### config.mk
export PLATFORM = sky130hd
export DESIGN_NAME = q8_block_quant_dot
export DESIGN_NICKNAME = d
export VERILOG_FILES = /design/src/rtl/q8bqd_pkg.sv /design/src/rtl/q8bqd_norm_round.sv /design/src/rtl/q8_block_quant_dot.sv
export SDC_FILE = /design/constraint.sdc
export NUM_CORES = 2
export LEC_CHECK = 0
export BUFFER_PORTS_ARGS = -buffer_cell sky130_fd_sc_hd__buf_2
export CAP_MARGIN = 10
export CORE_UTILIZATION = 59
export DETAILED_ROUTE_END_ITERATION = 7
export GPL_TIMING_DRIVEN = 0
export PLACE_DENSITY = 0.76
export SETUP_SLACK_MARGIN = 0.2
export SLEW_MARGIN = 30
export SYNTH_ARGS = -nofsm -noshare
export SYNTH_HDL_FRONTEND = slang
export SYNTH_SLANG_ARGS = --single-unit
### constraint.sdc
create_clock -name i_clk -period 11.6 [get_ports i_clk]
set_input_delay 0.58 -clock i_clk [delete_from_list [all_inputs] [get_ports i_clk]]
set_output_delay 0.58 -clock i_clk [all_outputs]
set_load 0.01 [all_outputs]
### src/rtl/q8bqd_pkg.sv
// Shared types, constants and helpers for the quantized block dot product.
// Used by q8bqd_norm_round and q8_block_quant_dot; depends on nothing.
package q8bqd_pkg;

    localparam int LANES_DEF = 4;
    localparam int SUM_W     = 21;
    localparam int NR_MANT_W = 48;
    localparam int NR_EXP_W  = 11;

    localparam logic [31:0] CANON_NAN = 32'h7FC0_0000;

    typedef enum logic [2:0] {
        ST_IDLE,
        ST_MUL1,
        ST_MUL2,
        ST_TERM_GO,
        ST_TERM_WAIT,
        ST_ADD_GO,
        ST_ADD_WAIT,
        ST_DONE
    } t_state;

    typedef enum logic [1:0] {
        NR_IDLE,
        NR_LEFT,
        NR_RIGHT,
        NR_ROUND
    } t_nr_state;

    // value = mant * 2^exp, sign apart
    typedef struct packed {
        logic                       start;
        logic                       sign;
        logic [NR_MANT_W-1:0]       mant;
        logic signed [NR_EXP_W-1:0] exp;
    } t_nr_req;

    typedef struct packed {
        logic        done;
        logic [31:0] result;
    } t_nr_rsp;

    // Integer significand of a half: implicit bit plus fraction
    function automatic logic [10:0] half_mant(input logic [15:0] h);
        return {h[14:10] != 5'd0, h[9:0]};
    endfunction

    // Exponent that goes with half_mant: value = mant * 2^exp
    function automatic logic signed [NR_EXP_W-1:0] half_exp(input logic [15:0] h);
        logic [4:0] e;
        e = h[14:10];
        if (e == 5'd0) begin
            return -11'sd24;
        end
        return $signed({6'b0, e}) - 11'sd25;
    endfunction

endpackage

### src/rtl/q8bqd_norm_round.sv
// Normalize and round to single precision, nearest even, one shift a cycle.
// Depends on q8bqd_pkg for the request and response structs.
module q8bqd_norm_round (
    input  logic               i_clk,
    input  logic               i_rst_n,
    input  q8bqd_pkg::t_nr_req i_req,
    output q8bqd_pkg::t_nr_rsp o_rsp
);

    q8bqd_pkg::t_nr_state r_state, n_state;
    logic [q8bqd_pkg::NR_MANT_W-1:0]       r_m;
    logic signed [q8bqd_pkg::NR_EXP_W-1:0] r_be;
    logic        r_sign;
    logic        r_done;
    logic [31:0] r_res;

    logic        w_inc;
    logic [24:0] w_rnd;
    logic [23:0] w_mant;
    logic signed [q8bqd_pkg::NR_EXP_W-1:0] w_expf;
    logic [31:0] w_res;

    always_comb begin
        n_state = r_state;
        unique case (r_state)
            q8bqd_pkg::NR_IDLE: begin
                if (i_req.start && (i_req.mant != '0)) begin
                    n_state = q8bqd_pkg::NR_LEFT;
                end
            end
            q8bqd_pkg::NR_LEFT: begin
                if (r_m[q8bqd_pkg::NR_MANT_W-1]) begin
                    n_state = (r_be < 11'sd1) ? q8bqd_pkg::NR_RIGHT : q8bqd_pkg::NR_ROUND;
                end
            end
            q8bqd_pkg::NR_RIGHT: begin
                if (r_be >= 11'sd1) begin
                    n_state = q8bqd_pkg::NR_ROUND;
                end
            end
            q8bqd_pkg::NR_ROUND: n_state = q8bqd_pkg::NR_IDLE;
            default: n_state = q8bqd_pkg::NR_IDLE;
        endcase
    end

    // round on the top 24 bits, guard below, rest sticky
    always_comb begin
        w_inc = r_m[23] & ((|r_m[22:0]) | r_m[24]);
        w_rnd = {1'b0, r_m[47:24]} + {24'b0, w_inc};
        if (w_rnd[24]) begin
            w_mant = w_rnd[24:1];
            w_expf = r_be + 11'sd1;
        end else begin
            w_mant = w_rnd[23:0];
            w_expf = w_rnd[23] ? r_be : 11'sd0;
        end
        if (w_expf >= 11'sd255) begin
            w_res = {r_sign, 8'hFF, 23'b0};
        end else begin
            w_res = {r_sign, w_expf[7:0], w_mant[22:0]};
        end
    end

    always_ff @(posedge i_clk) begin
        if (!i_rst_n) begin
            r_state <= q8bqd_pkg::NR_IDLE;
            r_done  <= 1'b0;
        end else begin
            r_state <= n_state;
            r_done  <= 1'b0;
            unique case (r_state)
                q8bqd_pkg::NR_IDLE: begin
                    if (i_req.start) begin
                        r_m    <= i_req.mant;
                        r_be   <= i_req.exp + 11'sd174;
                        r_sign <= i_req.sign;
                        if (i_req.mant == '0) begin
                            r_res  <= {i_req.sign, 31'b0};
                            r_done <= 1'b1;
                        end
                    end
                end
                q8bqd_pkg::NR_LEFT: begin
                    if (!r_m[q8bqd_pkg::NR_MANT_W-1]) begin
                        r_m  <= {r_m[q8bqd_pkg::NR_MANT_W-2:0], 1'b0};
                        r_be <= r_be - 11'sd1;
                    end
                end
                q8bqd_pkg::NR_RIGHT: begin
                    if (r_be < 11'sd1) begin
                        // keep lost bits sticky in the lsb
                        r_m  <= {1'b0, r_m[q8bqd_pkg::NR_MANT_W-1:2], r_m[1] | r_m[0]};
                        r_be <= r_be + 11'sd1;
                    end
                end
                q8bqd_pkg::NR_ROUND: begin
                    r_res  <= w_res;
                    r_done <= 1'b1;
                end
                default: ;
            endcase
        end
    end

    assign o_rsp.done   = r_done;
    assign o_rsp.result = r_res;

endmodule

### src/rtl/q8_block_quant_dot.sv
// Quantized block dot product: int8 lane products, half scales, float running sum.
// Depends on q8bqd_pkg and q8bqd_norm_round.
//
//  channel  dir  tdata fields (low bit up)                      side bits
//  s        in   x_elem0..LANES-1, y_elem0..LANES-1, x_scale,   tuser=block_end
//                y_scale                                        tlast=vector_end
//  m        out  dot_result                                     -
//
// An item ending neither a block nor a vector only adds to the block sum. A block
// or vector end item holds tready low for the float work: two multiplies, then the
// shared normalize/round unit on the term and on a finite add, one shift a cycle.
// Reset is synchronous, active low, and clears the sums and the sequencer.
// A vector result waits in the output register; a later vector end stalls
// until it is taken.
module q8_block_quant_dot #(
    parameter int LANES = q8bqd_pkg::LANES_DEF,
    localparam int DATA_W = 16 * LANES + 32
) (
    input  logic              i_clk,
    input  logic              i_rst_n,
    input  logic              i_s_tvalid,
    output logic              o_s_tready,
    // x_elem0..x_elem[LANES-1], y_elem0..y_elem[LANES-1], x_scale, y_scale
    input  logic [DATA_W-1:0] i_s_tdata,
    // block_end
    input  logic              i_s_tuser,
    input  logic              i_s_tlast,
    output logic              o_m_tvalid,
    input  logic              i_m_tready,
    // dot_result
    output logic [31:0]       o_m_tdata
);

    localparam int SW = q8bqd_pkg::SUM_W;

    q8bqd_pkg::t_state r_state, n_state;

    logic [SW-1:0] r_acc, r_blk, r_mag;
    logic [15:0]   r_xs, r_ys;
    logic          r_vend;
    logic [31:0]   r_sum, r_term;
    logic [21:0]   r_pm;
    logic [42:0]   r_prod;
    logic signed [q8bqd_pkg::NR_EXP_W-1:0] r_texp;
    logic          r_tsign, r_tnan, r_tinf;
    logic          r_out_valid;
    logic [31:0]   r_out_data;

    logic          w_acc;
    logic [SW-1:0] w_item_sum;
    q8bqd_pkg::t_nr_req w_req;
    q8bqd_pkg::t_nr_rsp w_rsp;
    logic          w_out_load;

    assign w_acc = i_s_tvalid && o_s_tready;

    always_comb begin
        w_item_sum = '0;
        for (int k = 0; k < LANES; k++) begin
            w_item_sum = w_item_sum + SW'($signed(i_s_tdata[8*k +: 8])
                                        * $signed(i_s_tdata[8*(LANES+k) +: 8]));
        end
    end

    // scale classes
    logic w_xzero, w_xinf, w_xnan, w_yzero, w_yinf, w_ynan, w_tnan;
    always_comb begin
        w_xzero = (r_xs[14:0] == 15'd0);
        w_yzero = (r_ys[14:0] == 15'd0);
        w_xinf  = (r_xs[14:10] == 5'h1F) && (r_xs[9:0] == 10'd0);
        w_yinf  = (r_ys[14:10] == 5'h1F) && (r_ys[9:0] == 10'd0);
        w_xnan  = (r_xs[14:10] == 5'h1F) && (r_xs[9:0] != 10'd0);
        w_ynan  = (r_ys[14:10] == 5'h1F) && (r_ys[9:0] != 10'd0);
        w_tnan  = w_xnan || w_ynan || (w_xinf && w_yzero) || (w_yinf && w_xzero)
                  || ((w_xinf || w_yinf) && (r_blk == '0));
    end

    // float add of running sum and term: unpack, align, add
    logic [7:0]  w_ea, w_eb, w_ebig, w_esml, w_d;
    logic [23:0] w_ma, w_mb, w_mbig, w_msml;
    logic        w_swap, w_sub, w_anan, w_bnan, w_ainf, w_binf;
    logic        w_add_spec, w_add_sign;
    logic [31:0] w_add_spec_val;
    logic [26:0] w_ext, w_al, w_lost;
    logic [27:0] w_r;
    logic signed [q8bqd_pkg::NR_EXP_W-1:0] w_add_exp;

    always_comb begin
        w_ea   = (r_sum[30:23] == 8'd0) ? 8'd1 : r_sum[30:23];
        w_eb   = (r_term[30:23] == 8'd0) ? 8'd1 : r_term[30:23];
        w_ma   = {r_sum[30:23] != 8'd0, r_sum[22:0]};
        w_mb   = {r_term[30:23] != 8'd0, r_term[22:0]};
        w_swap = {w_eb, w_mb} > {w_ea, w_ma};
        w_ebig = w_swap ? w_eb : w_ea;
        w_esml = w_swap ? w_ea : w_eb;
        w_mbig = w_swap ? w_mb : w_ma;
        w_msml = w_swap ? w_ma : w_mb;
        w_sub  = r_sum[31] ^ r_term[31];
        w_d    = w_ebig - w_esml;
        w_ext  = {w_msml, 3'b0};
        if (w_d >= 8'd27) begin
            w_lost = '1;
            w_al   = {26'b0, |w_msml};
        end else begin
            w_lost = ~(27'h7FF_FFFF << w_d[4:0]);
            w_al   = (w_ext >> w_d[4:0]) | {26'b0, |(w_ext & w_lost)};
        end
        if (w_sub) begin
            w_r = {1'b0, w_mbig, 3'b0} - {1'b0, w_al};
        end else begin
            w_r = {1'b0, w_mbig, 3'b0} + {1'b0, w_al};
        end
        if (w_r == '0) begin
            w_add_sign = r_sum[31] & r_term[31];
        end else begin
            w_add_sign = w_swap ? r_term[31] : r_sum[31];
        end
        w_add_exp = $signed({3'b0, w_ebig}) - 11'sd153;

        w_anan = (r_sum[30:23] == 8'hFF) && (r_sum[22:0] != 23'd0);
        w_bnan = (r_term[30:23] == 8'hFF) && (r_term[22:0] != 23'd0);
        w_ainf = (r_sum[30:23] == 8'hFF) && (r_sum[22:0] == 23'd0);
        w_binf = (r_term[30:23] == 8'hFF) && (r_term[22:0] == 23'd0);
        w_add_spec = w_anan || w_bnan || w_ainf || w_binf;
        if (w_anan || w_bnan || (w_ainf && w_binf && w_sub)) begin
            w_add_spec_val = q8bqd_pkg::CANON_NAN;
        end else if (w_ainf) begin
            w_add_spec_val = r_sum;
        end else begin
            w_add_spec_val = r_term;
        end
    end

    // next state
    always_comb begin
        n_state = r_state;
        unique case (r_state)
            q8bqd_pkg::ST_IDLE: begin
                if (w_acc && (i_s_tuser || i_s_tlast)) begin
                    n_state = q8bqd_pkg::ST_MUL1;
                end
            end
            q8bqd_pkg::ST_MUL1:      n_state = q8bqd_pkg::ST_MUL2;
            q8bqd_pkg::ST_MUL2:      n_state = q8bqd_pkg::ST_TERM_GO;
            q8bqd_pkg::ST_TERM_GO:   n_state = q8bqd_pkg::ST_TERM_WAIT;
            q8bqd_pkg::ST_TERM_WAIT: begin
                if (w_rsp.done) begin
                    n_state = q8bqd_pkg::ST_ADD_GO;
                end
            end
            q8bqd_pkg::ST_ADD_GO: begin
                n_state = w_add_spec ? q8bqd_pkg::ST_DONE : q8bqd_pkg::ST_ADD_WAIT;
            end
            q8bqd_pkg::ST_ADD_WAIT: begin
                if (w_rsp.done) begin
                    n_state = q8bqd_pkg::ST_DONE;
                end
            end
            q8bqd_pkg::ST_DONE: begin
                if (!r_vend || !r_out_valid || i_m_tready) begin
                    n_state = q8bqd_pkg::ST_IDLE;
                end
            end
            default: n_state = q8bqd_pkg::ST_IDLE;
        endcase
    end

    // outputs of the sequencer
    always_comb begin
        o_s_tready = 1'b0;
        w_out_load = 1'b0;
        w_req      = '0;
        unique case (r_state)
            q8bqd_pkg::ST_IDLE: o_s_tready = 1'b1;
            q8bqd_pkg::ST_TERM_GO: begin
                w_req.start = 1'b1;
                w_req.sign  = r_tsign;
                w_req.mant  = {5'b0, r_prod};
                w_req.exp   = r_texp;
            end
            q8bqd_pkg::ST_ADD_GO: begin
                w_req.start = !w_add_spec;
                w_req.sign  = w_add_sign;
                w_req.mant  = {20'b0, w_r};
                w_req.exp   = w_add_exp;
            end
            q8bqd_pkg::ST_DONE: begin
                w_out_load = r_vend && (!r_out_valid || i_m_tready);
            end
            default: ;
        endcase
    end

    q8bqd_norm_round u_norm_round (
        .i_clk   (i_clk),
        .i_rst_n (i_rst_n),
        .i_req   (w_req),
        .o_rsp   (w_rsp)
    );

    always_ff @(posedge i_clk) begin
        if (!i_rst_n) begin
            r_state     <= q8bqd_pkg::ST_IDLE;
            r_acc       <= '0;
            r_sum       <= '0;
            r_out_valid <= 1'b0;
        end else begin
            r_state <= n_state;
            if (w_acc) begin
                if (i_s_tuser || i_s_tlast) begin
                    r_blk  <= r_acc + w_item_sum;
                    r_acc  <= '0;
                    r_xs   <= i_s_tdata[16*LANES +: 16];
                    r_ys   <= i_s_tdata[16*LANES+16 +: 16];
                    r_vend <= i_s_tlast;
                end else begin
                    r_acc <= r_acc + w_item_sum;
                end
            end
            unique case (r_state)
                q8bqd_pkg::ST_MUL1: begin
                    r_pm    <= q8bqd_pkg::half_mant(r_xs) * q8bqd_pkg::half_mant(r_ys);
                    r_texp  <= q8bqd_pkg::half_exp(r_xs) + q8bqd_pkg::half_exp(r_ys);
                    r_mag   <= r_blk[SW-1] ? (~r_blk + 1'b1) : r_blk;
                    r_tsign <= r_xs[15] ^ r_ys[15] ^ r_blk[SW-1];
                    r_tnan  <= w_tnan;
                    r_tinf  <= (w_xinf || w_yinf) && !w_tnan;
                end
                q8bqd_pkg::ST_MUL2: begin
                    r_prod <= r_pm * r_mag;
                end
                q8bqd_pkg::ST_TERM_WAIT: begin
                    if (w_rsp.done) begin
                        if (r_tnan) begin
                            r_term <= q8bqd_pkg::CANON_NAN;
                        end else if (r_tinf) begin
                            r_term <= {r_tsign, 8'hFF, 23'b0};
                        end else begin
                            r_term <= w_rsp.result;
                        end
                    end
                end
                q8bqd_pkg::ST_ADD_GO: begin
                    if (w_add_spec) begin
                        r_sum <= w_add_spec_val;
                    end
                end
                q8bqd_pkg::ST_ADD_WAIT: begin
                    if (w_rsp.done) begin
                        r_sum <= w_rsp.result;
                    end
                end
                default: ;
            endcase
            if (w_out_load) begin
                r_out_valid <= 1'b1;
                r_out_data  <= r_sum;
                r_sum       <= '0;
            end else if (r_out_valid && i_m_tready) begin
                r_out_valid <= 1'b0;
            end
        end
    end

    assign o_m_tvalid = r_out_valid;
    assign o_m_tdata  = r_out_data;

    a_block_end_stalls: assert property (@(posedge i_clk) disable iff (!i_rst_n)
        (w_acc && (i_s_tuser || i_s_tlast)) |=> !o_s_tready)
        else $error("input not held off after a block end beat");

    a_acc_cleared: assert property (@(posedge i_clk) disable iff (!i_rst_n)
        (w_acc && (i_s_tuser || i_s_tlast)) |=> (r_acc == '0))
        else $error("block accumulator not cleared on block end");

    a_done_when_waiting: assert property (@(posedge i_clk) disable iff (!i_rst_n)
        w_rsp.done |-> (r_state == q8bqd_pkg::ST_TERM_WAIT
                        || r_state == q8bqd_pkg::ST_ADD_WAIT))
        else $error("rounding unit finished outside a wait state");

    a_out_from_done: assert property (@(posedge i_clk) disable iff (!i_rst_n)
        $rose(r_out_valid) |-> ($past(r_state) == q8bqd_pkg::ST_DONE && $past(r_vend)))
        else $error("result raised without a finished vector");

    a_sum_cleared: assert property (@(posedge i_clk) disable iff (!i_rst_n)
        w_out_load |=> (r_sum == '0))
        else $error("running sum not cleared after vector end");

endmodule

-- Yosys cells after proc, flatten, opt, wreduce, memory -nomap -nowiden
Cells that the tools add are included.
Widths: inputs -> output; s select.
- input bits: 102
- output and inout bits: 34
- register bits: 370
- word-level logic and storage cells: 241
- reductions and logical operators: 81
- $add $sub $neg: 16
- $mul: 6
- bitwise gates (word level): 12
- magnitude comparators: 5
- multiplexer cells: 66
- eq/ne operators: 27
- shifts and indexed selects: 2
- operator list (operator ; count):
    $mux 32 ; 7
    $mux 48 ; 3
    $pmux 48 s3 ; 1
    $mux 11 ; 13
    $pmux 32 s2 ; 2
    $pmux 61 s2 ; 1
    $mul 8x8->16 ; 4
    $logic_not 48->1 ; 1
    $mux 24 ; 2
    $reduce_bool 48->1 ; 1
    $logic_not 23->1 ; 2
    $reduce_bool 23->1 ; 2
    $mul 22x21->43 ; 1
    $pmux 11 s3 ; 1
    $gt 32x32->1 ; 1
    $mux 8 ; 4
    $mux 31 ; 1
    $logic_not 15->1 ; 2
    $add 27x27->28 ; 1
    $logic_not 28->1 ; 1
    $mux 28 ; 1
    $sub 27x27->28 ; 1
    $and 27x27->27 ; 1
    $mux 27 ; 1
    other kinds (68) ; 160

-- Longest topological paths before layout
- depth in word-level cells: 20
- mapped depth: 55
- gate-level depth less buffers: 48

-- Hierarchy
Synthesis repeated with hierarchy kept, for this count alone.
- cell total of the unflattened synthesis: 5826
- area, all modules: 54149.4 um^2
- by module, submodules not included (module ; cells each ; instances ; seq. area each (um^2) ; area an instance (um^2)):
    q8_block_quant_dot ; 5207 ; 1 ; 7687.4 ; 48185.0
    q8bqd_norm_round ; 619 ; 1 ; 2822.7 ; 5964.5

-- Least setup slack after synthesis
Ideal clock, no wire load.
- path kind: reg-to-reg
- start point: register r_term[27]
- end point: register u_norm_round.r_res[0] (enable)
- path slack: -0.295 ns
- data required time: 11.168 ns
- stages on the path, launching flop included: 54
- path buffers: 8
- clock period less this slack: 11.895 ns
- library setup time: 0.432 ns
- arrival: 11.463 ns
- cells stage by stage: edfxtp_1 nor4_1 nor3b_1 nand2_1 ha_1 nand4_1 or4_4 or3b_1 a31oi_2 buf_6 or2_1 buf_2 buf_4 clkbuf_1 buf_1 clkbuf_1 a21oi_1 ha_1 (+18 left out) o21ai_0 a21oi_1 o21a_1 o211ai_1 a21boi_0 o31ai_1 nand4_1 a31oi_1 o21bai_1 a21oi_1 o21bai_1 o21a_1 o21a_1 o21ai_0 nand3b_1 o31ai_1 nand3_1 a21oi_1
- longest elaborated chain between the ends: 17
- elaborated cells on any way between the ends: 33
- those cells by class: 3 x add/sub; 2 x order compare; 3 x eq/ne; 2 x shift; 8 x mux; 3 x bitwise; 12 x reduce/logical
- RTL lines (item ; line ; RTL):
    start: declaration ; q8_block_quant_dot.sv:41 ; logic [31:0] r_sum, r_term;
    start signal: assignment ; q8_block_quant_dot.sv:235 ; r_term <= q8bqd_pkg::CANON_NAN;
    start signal: assignment ; q8_block_quant_dot.sv:237 ; r_term <= {r_tsign, 8'hFF, 23'b0};
    start signal: assignment ; q8_block_quant_dot.sv:239 ; r_term <= w_rsp.result;
    $logic_not 8->1 ; q8_block_quant_dot.sv:90 ; w_eb = (r_term[30:23] == 8'd0) ? 8'd1 : r_term[30:23];
    $mux 8 ; q8_block_quant_dot.sv:90 ;
    $gt 32x32->1 ; q8_block_quant_dot.sv:93 ; w_swap = {w_eb, w_mb} > {w_ea, w_ma};
    $mux 8 (on tied branches) ; q8_block_quant_dot.sv:94, q8_block_quant_dot.sv:95 ;
    $sub 8x8->8 ; q8_block_quant_dot.sv:99 ; w_d = w_ebig - w_esml;
    $shl 27x5->27 ; q8_block_quant_dot.sv:105 ; w_lost = ~(27'h7FF_FFFF << w_d[4:0]);
    $not 27->27 ; q8_block_quant_dot.sv:105 ;
    $and 27x27->27 ; q8_block_quant_dot.sv:106 ; w_al = (w_ext >> w_d[4:0]) | {26'b0, |(w_ext & w_lost)};
    $reduce_or 27->1 ; q8_block_quant_dot.sv:106 ;
    $or 27x1->27 ; q8_block_quant_dot.sv:106 ;
    $mux 27 ; q8_block_quant_dot.sv:101 ; if (w_d >= 8'd27) begin
    $add 27x27->28 / $sub 27x27->28 (equally long branches) ; q8_block_quant_dot.sv:111, q8_block_quant_dot.sv:109 ;
    $mux 28 ; q8_block_quant_dot.sv:108 ; if (w_sub) begin
    $pmux 61 s2 (*) ; q8_block_quant_dot.sv:173 ; unique case (r_state)
    $logic_not 48->1 ; q8bqd_norm_round.sv:77 ; if (i_req.mant == '0) begin
    $ne 2x1->1 (no source line) ; n/a ;
    $reduce_and 4->1 (no source line) (*) ; n/a ;
    end signal: assignment ; q8bqd_norm_round.sv:78 ; r_res <= {i_req.sign, 31'b0};
    end signal: assignment ; q8bqd_norm_round.sv:97 ; r_res <= w_res;
    end: declaration ; q8bqd_norm_round.sv:15 ; logic [31:0] r_res;
Mark *: on every way between the ends. The rest lies on a longest branch, timed or not.
A chain may end at the register's enable or synchronous reset.

-- Worst setup path in the final report
- start point: register r_term[30]
- end point: register u_norm_round.r_res[3] (enable)
Same word-level chain as after synthesis.

==> impl_metrics.json <==
{
  "start_util_pct": 59.8,
  "cp_max_fo": 10,
  "timing.max_cap.violations": 0,
  "avgRoutedWirePerCell_um": 22.3,
  "setup_repair_after_global_routing_missed_its_margin": "false",
  "setup_tns_ps": 0,
  "worst_hold_path_type": "input pin to register",
  "post_synth.cell_area_avg_um2": 9.26,
  "detailroute.via_count": 43400,
  "critical_path_class": "register to register",
  "avgViaCountPerCell": 5.96,
  "synth_seq_cells": 370,
  "fraction_of_final_layout_cells_sized_beyond_drive_strength_1_pct": 6.65,
  "final-setup-viol-count": 0,
  "critPathLaunchType": "register",
  "grt_max_degree": 33,
  "wl_met3_um": 11800,
  "tritoncts": "done",
  "detailedRoute.firstIterationViolations": 3787,
  "clock_sink_count": 370,
  "yosysSeqAreaShare_pct": 19.4,
  "detailedPlacementHpwl_um": 135000,
  "route.met2.wl_um": 78200,
  "clock_path_buffers": 3,
  "worstPathArrival_ps": 11470,
  "grt_remaining_overflow": 0,
  "fp-row-count": 110,
  "max_slew_margin_pct": 30.0,
  "core_region_area_um2": 90400,
  "worst-slew-pin-transition_ps": 1020,
  "chipHeight_um": 305,
  "combined_area_of_the_multi_input_logic_cells_um2": 39100,
  "floorplan.die_area_um2": 92800,
  "cp.required_ps": 11950,
  "post_detailed_route_drc_marker_count": 0,
  "ys.warnings.count": 0,
  "area_growth_pct": 8.52,
  "first_global_vias": 44300,
  "worst_clock_skew_ps": 12.9,
  "netlist_instances": 5840,
  "finish.utilization_pct": 64.9,
  "max_freq_mhz": 90.0,
  "n_fill_cell": 7513,
  "asyncSetResetFlopFracSynth_pct": 0,
  "port-buffer-count": 132,
  "highest_signal_layer_in_the_routed_design": "met4",
  "worst_path_max_delay_cell": "or4_1",
  "max_stage_delay_ps": 700,
  "synth_enable_flop_cells": 310,
  "mappedNetlistNets": 7166,
  "postRouteAntennaNets": 0,
  "place_congestion": 1.01,
  "grt_antenna_before_repair": 9,
  "end_kind": "register",
  "fin_crit_sh_pct": 95.8,
  "ys.flop_type": "edfxtp_1",
  "clkSlewWorstSetupHoldPaths_ps": 60,
  "clkLatencyLatePin_ps": 630,
  "cts.hold.buffers_added": 0,
  "final_net_count": 7392,
  "timing.final.crit_period_ps": 11120,
  "path_common_cell": "buf_6",
  "drt-pass1-iter-count": 6,
  "cts_inserted_buffers": 45,
  "first_pass_grt_wire_length_um": 253000,
  "syn_std_cell_area_um2": 54100,
  "h-tree-depth": 2,
  "io_pins": 136,
  "finalHoldViolations": 0,
  "final_max_slew_viol_count": 0,
  "all_layer_gr_usage_pct": 35.6,
  "totalWireLength_um": 163000,
  "outcome": "completed",
  "area.sequential_um2": 10500,
  "cts.root.buffer_cell": "clkbuf_16",
  "wl_met1_um": 60900,
  "die_width_um": 305,
  "synth_cell_types": 110
}
-- final cells by class --
type                       instances  share of cell area [%]
multi-input combinational       4202                    66.7
sequential                       370                    17.9
inverter                         988                    6.32
tap                             1176                    2.51
buffer                           280                    2.09
clock buffer                      55                    2.02
timing repair buffer             179                    1.92
clock inverter                    27                   0.495
antenna                            8                  0.0341
-- stage by stage --
stage               instance area (um^2)  cells  setup WS, ps  hold slack [ps]
detailed placement                 56500   7170         -3380              461
CTS                                58300   7263           213             95.0
floorplan                          54100   5840           316              431
global placement                   56200   7148         -4830              455
finish                             58700   7285           484              114
global route                       58700   7284           149              106
-- synth_stat cells, types with 7 or more instances --
cell,count,share of area (%)
o211ai_1,26,0.36
edfxtp_1,310,17
o21bai_1,37,0.51
ha_1,438,10
o21ai_0,210,1.9
dfxtp_1,60,2.2
buf_1,19,0.13
and2_1,370,4.3
fa_1,786,29
nor3_1,64,0.59
o311ai_0,9,0.15
and3_1,36,0.42
nand2b_1,58,0.67
or2_2,13,0.15
or4_1,16,0.22
nand4_1,40,0.46
nor2_1,241,1.7
o2111ai_1,7,0.11
clkbuf_1,247,1.7
nor4_1,35,0.41
a31oi_1,31,0.36
a22oi_1,85,1.2
a21o_1,30,0.42
inv_1,988,6.9
a222oi_1,18,0.33
xnor2_1,151,2.4
nor2b_1,60,0.69
a21oi_1,211,2.0
o21a_1,27,0.37
xor2_1,46,0.75
a211oi_1,39,0.54
nand3_1,59,0.55
nor3b_1,8,0.11
buf_2,7,0.065
o22ai_1,13,0.15
or3_1,31,0.36
nand2_1,720,5.0
mux2_2,13,0.27
o221ai_1,16,0.26
a221oi_1,11,0.18
o31ai_1,27,0.37
mux4_2,7,0.29
mux2i_1,63,1.2
a21boi_0,14,0.19
-- flip-flops by register name, indices dropped and copies added, names as in the netlist, 2 cells and up --
register	cells
u_norm_round.r_be	11
r_sum	32
r_ys	16
r_term	32
r_pm	22
o_m_tdata	32
u_norm_round.r_m	48
r_texp	11
r_prod	43
u_norm_round.r_state	2
r_blk	21
r_acc	21
r_xs	16
u_norm_round.r_res	32
r_state	3
r_mag	21
-- cells in the final DEF (no fill, tap or decap), types with 29 or more instances in the layout --
cell type  Yosys  layout
o21ai_0      210     199
nor3_1        64      60
o21bai_1      37      36
clkbuf_16      0      46
ha_1         438     435
nand2_1      720     718
dfxtp_1       60      59
mux2i_1       63      63
a22oi_1       85      85
inv_1        988     988
nor2_1       241     238
buf_4          3      40
fa_1         786     785
clkbuf_1     247     239
or3_1         31      30
nand2b_1      58      57
and3_1        36      35
a21oi_1      211     206
buf_2          7     137
and2_1       370     369
nor2b_1       60      60
edfxtp_1     310     310
a211oi_1      39      39
nand4_1       40      40
nand3_1       59      58
xnor2_1      151     151
a31oi_1       31      29
a21o_1        30      30
nor4_1        35      33
xor2_1        46      45
-- routing by layer --
metal  vias up  track usage [%]
met5         -                0
met2      1830             59.8
li1      19600                -
met1     21600             43.4
met4         0             22.1
met3       427             5.19
-- worst max-delay path: cells and delay by family, from the launching register on --
kind | cells | cell delay [ps]
DFF | 1 | 510
adders and majority gates | 3 | 790
and+or+nand+nor | 15 | 4750
xor gates and xnor gates | 1 | 150
AOI/OAI and AO/OA | 12 | 2570
buffers and inverters | 10 | 1990
-- worst paths after layout --
path / start / endpoint / slack [ps] / depth (start not counted)
min: i_s_tdata[81] / r_ys[1] / 110 / 1
max: r_term[30] / u_norm_round.r_res[3] / 480 / 41
max reg2reg: r_term[30] / u_norm_round.r_res[3] / 480 / 41
min reg2reg: r_acc[2] / r_acc[2] / 470 / 2
-- what timing repair did --
item                                    CTS  global route
resized for setup                        69            58
pin swaps                                11            24
buffers inserted                         11            12
gates cloned                              0             2
endpoints found under the setup margin   59            37
-- cell families (layout without fill, tap and decap cells) --
logic type	count (synthesis)	in the layout	synth area share [%]
multiplexers	85	85	1.78
flip-flops	370	370	19.4
AO/OA/AOI/OAI	903	903	11.1
adder cells (fa/ha/maj)	1224	1224	39.2
AND/OR/NAND/NOR	1793	1793	16.3
buffers and inverters	1268	1529	8.90
XOR/XNOR	197	197	3.19
other	0	8	0
Power is left out: the tool's default activity adds up to more than one toggle a clock period on the data nets, which glitch-free logic cannot reach.
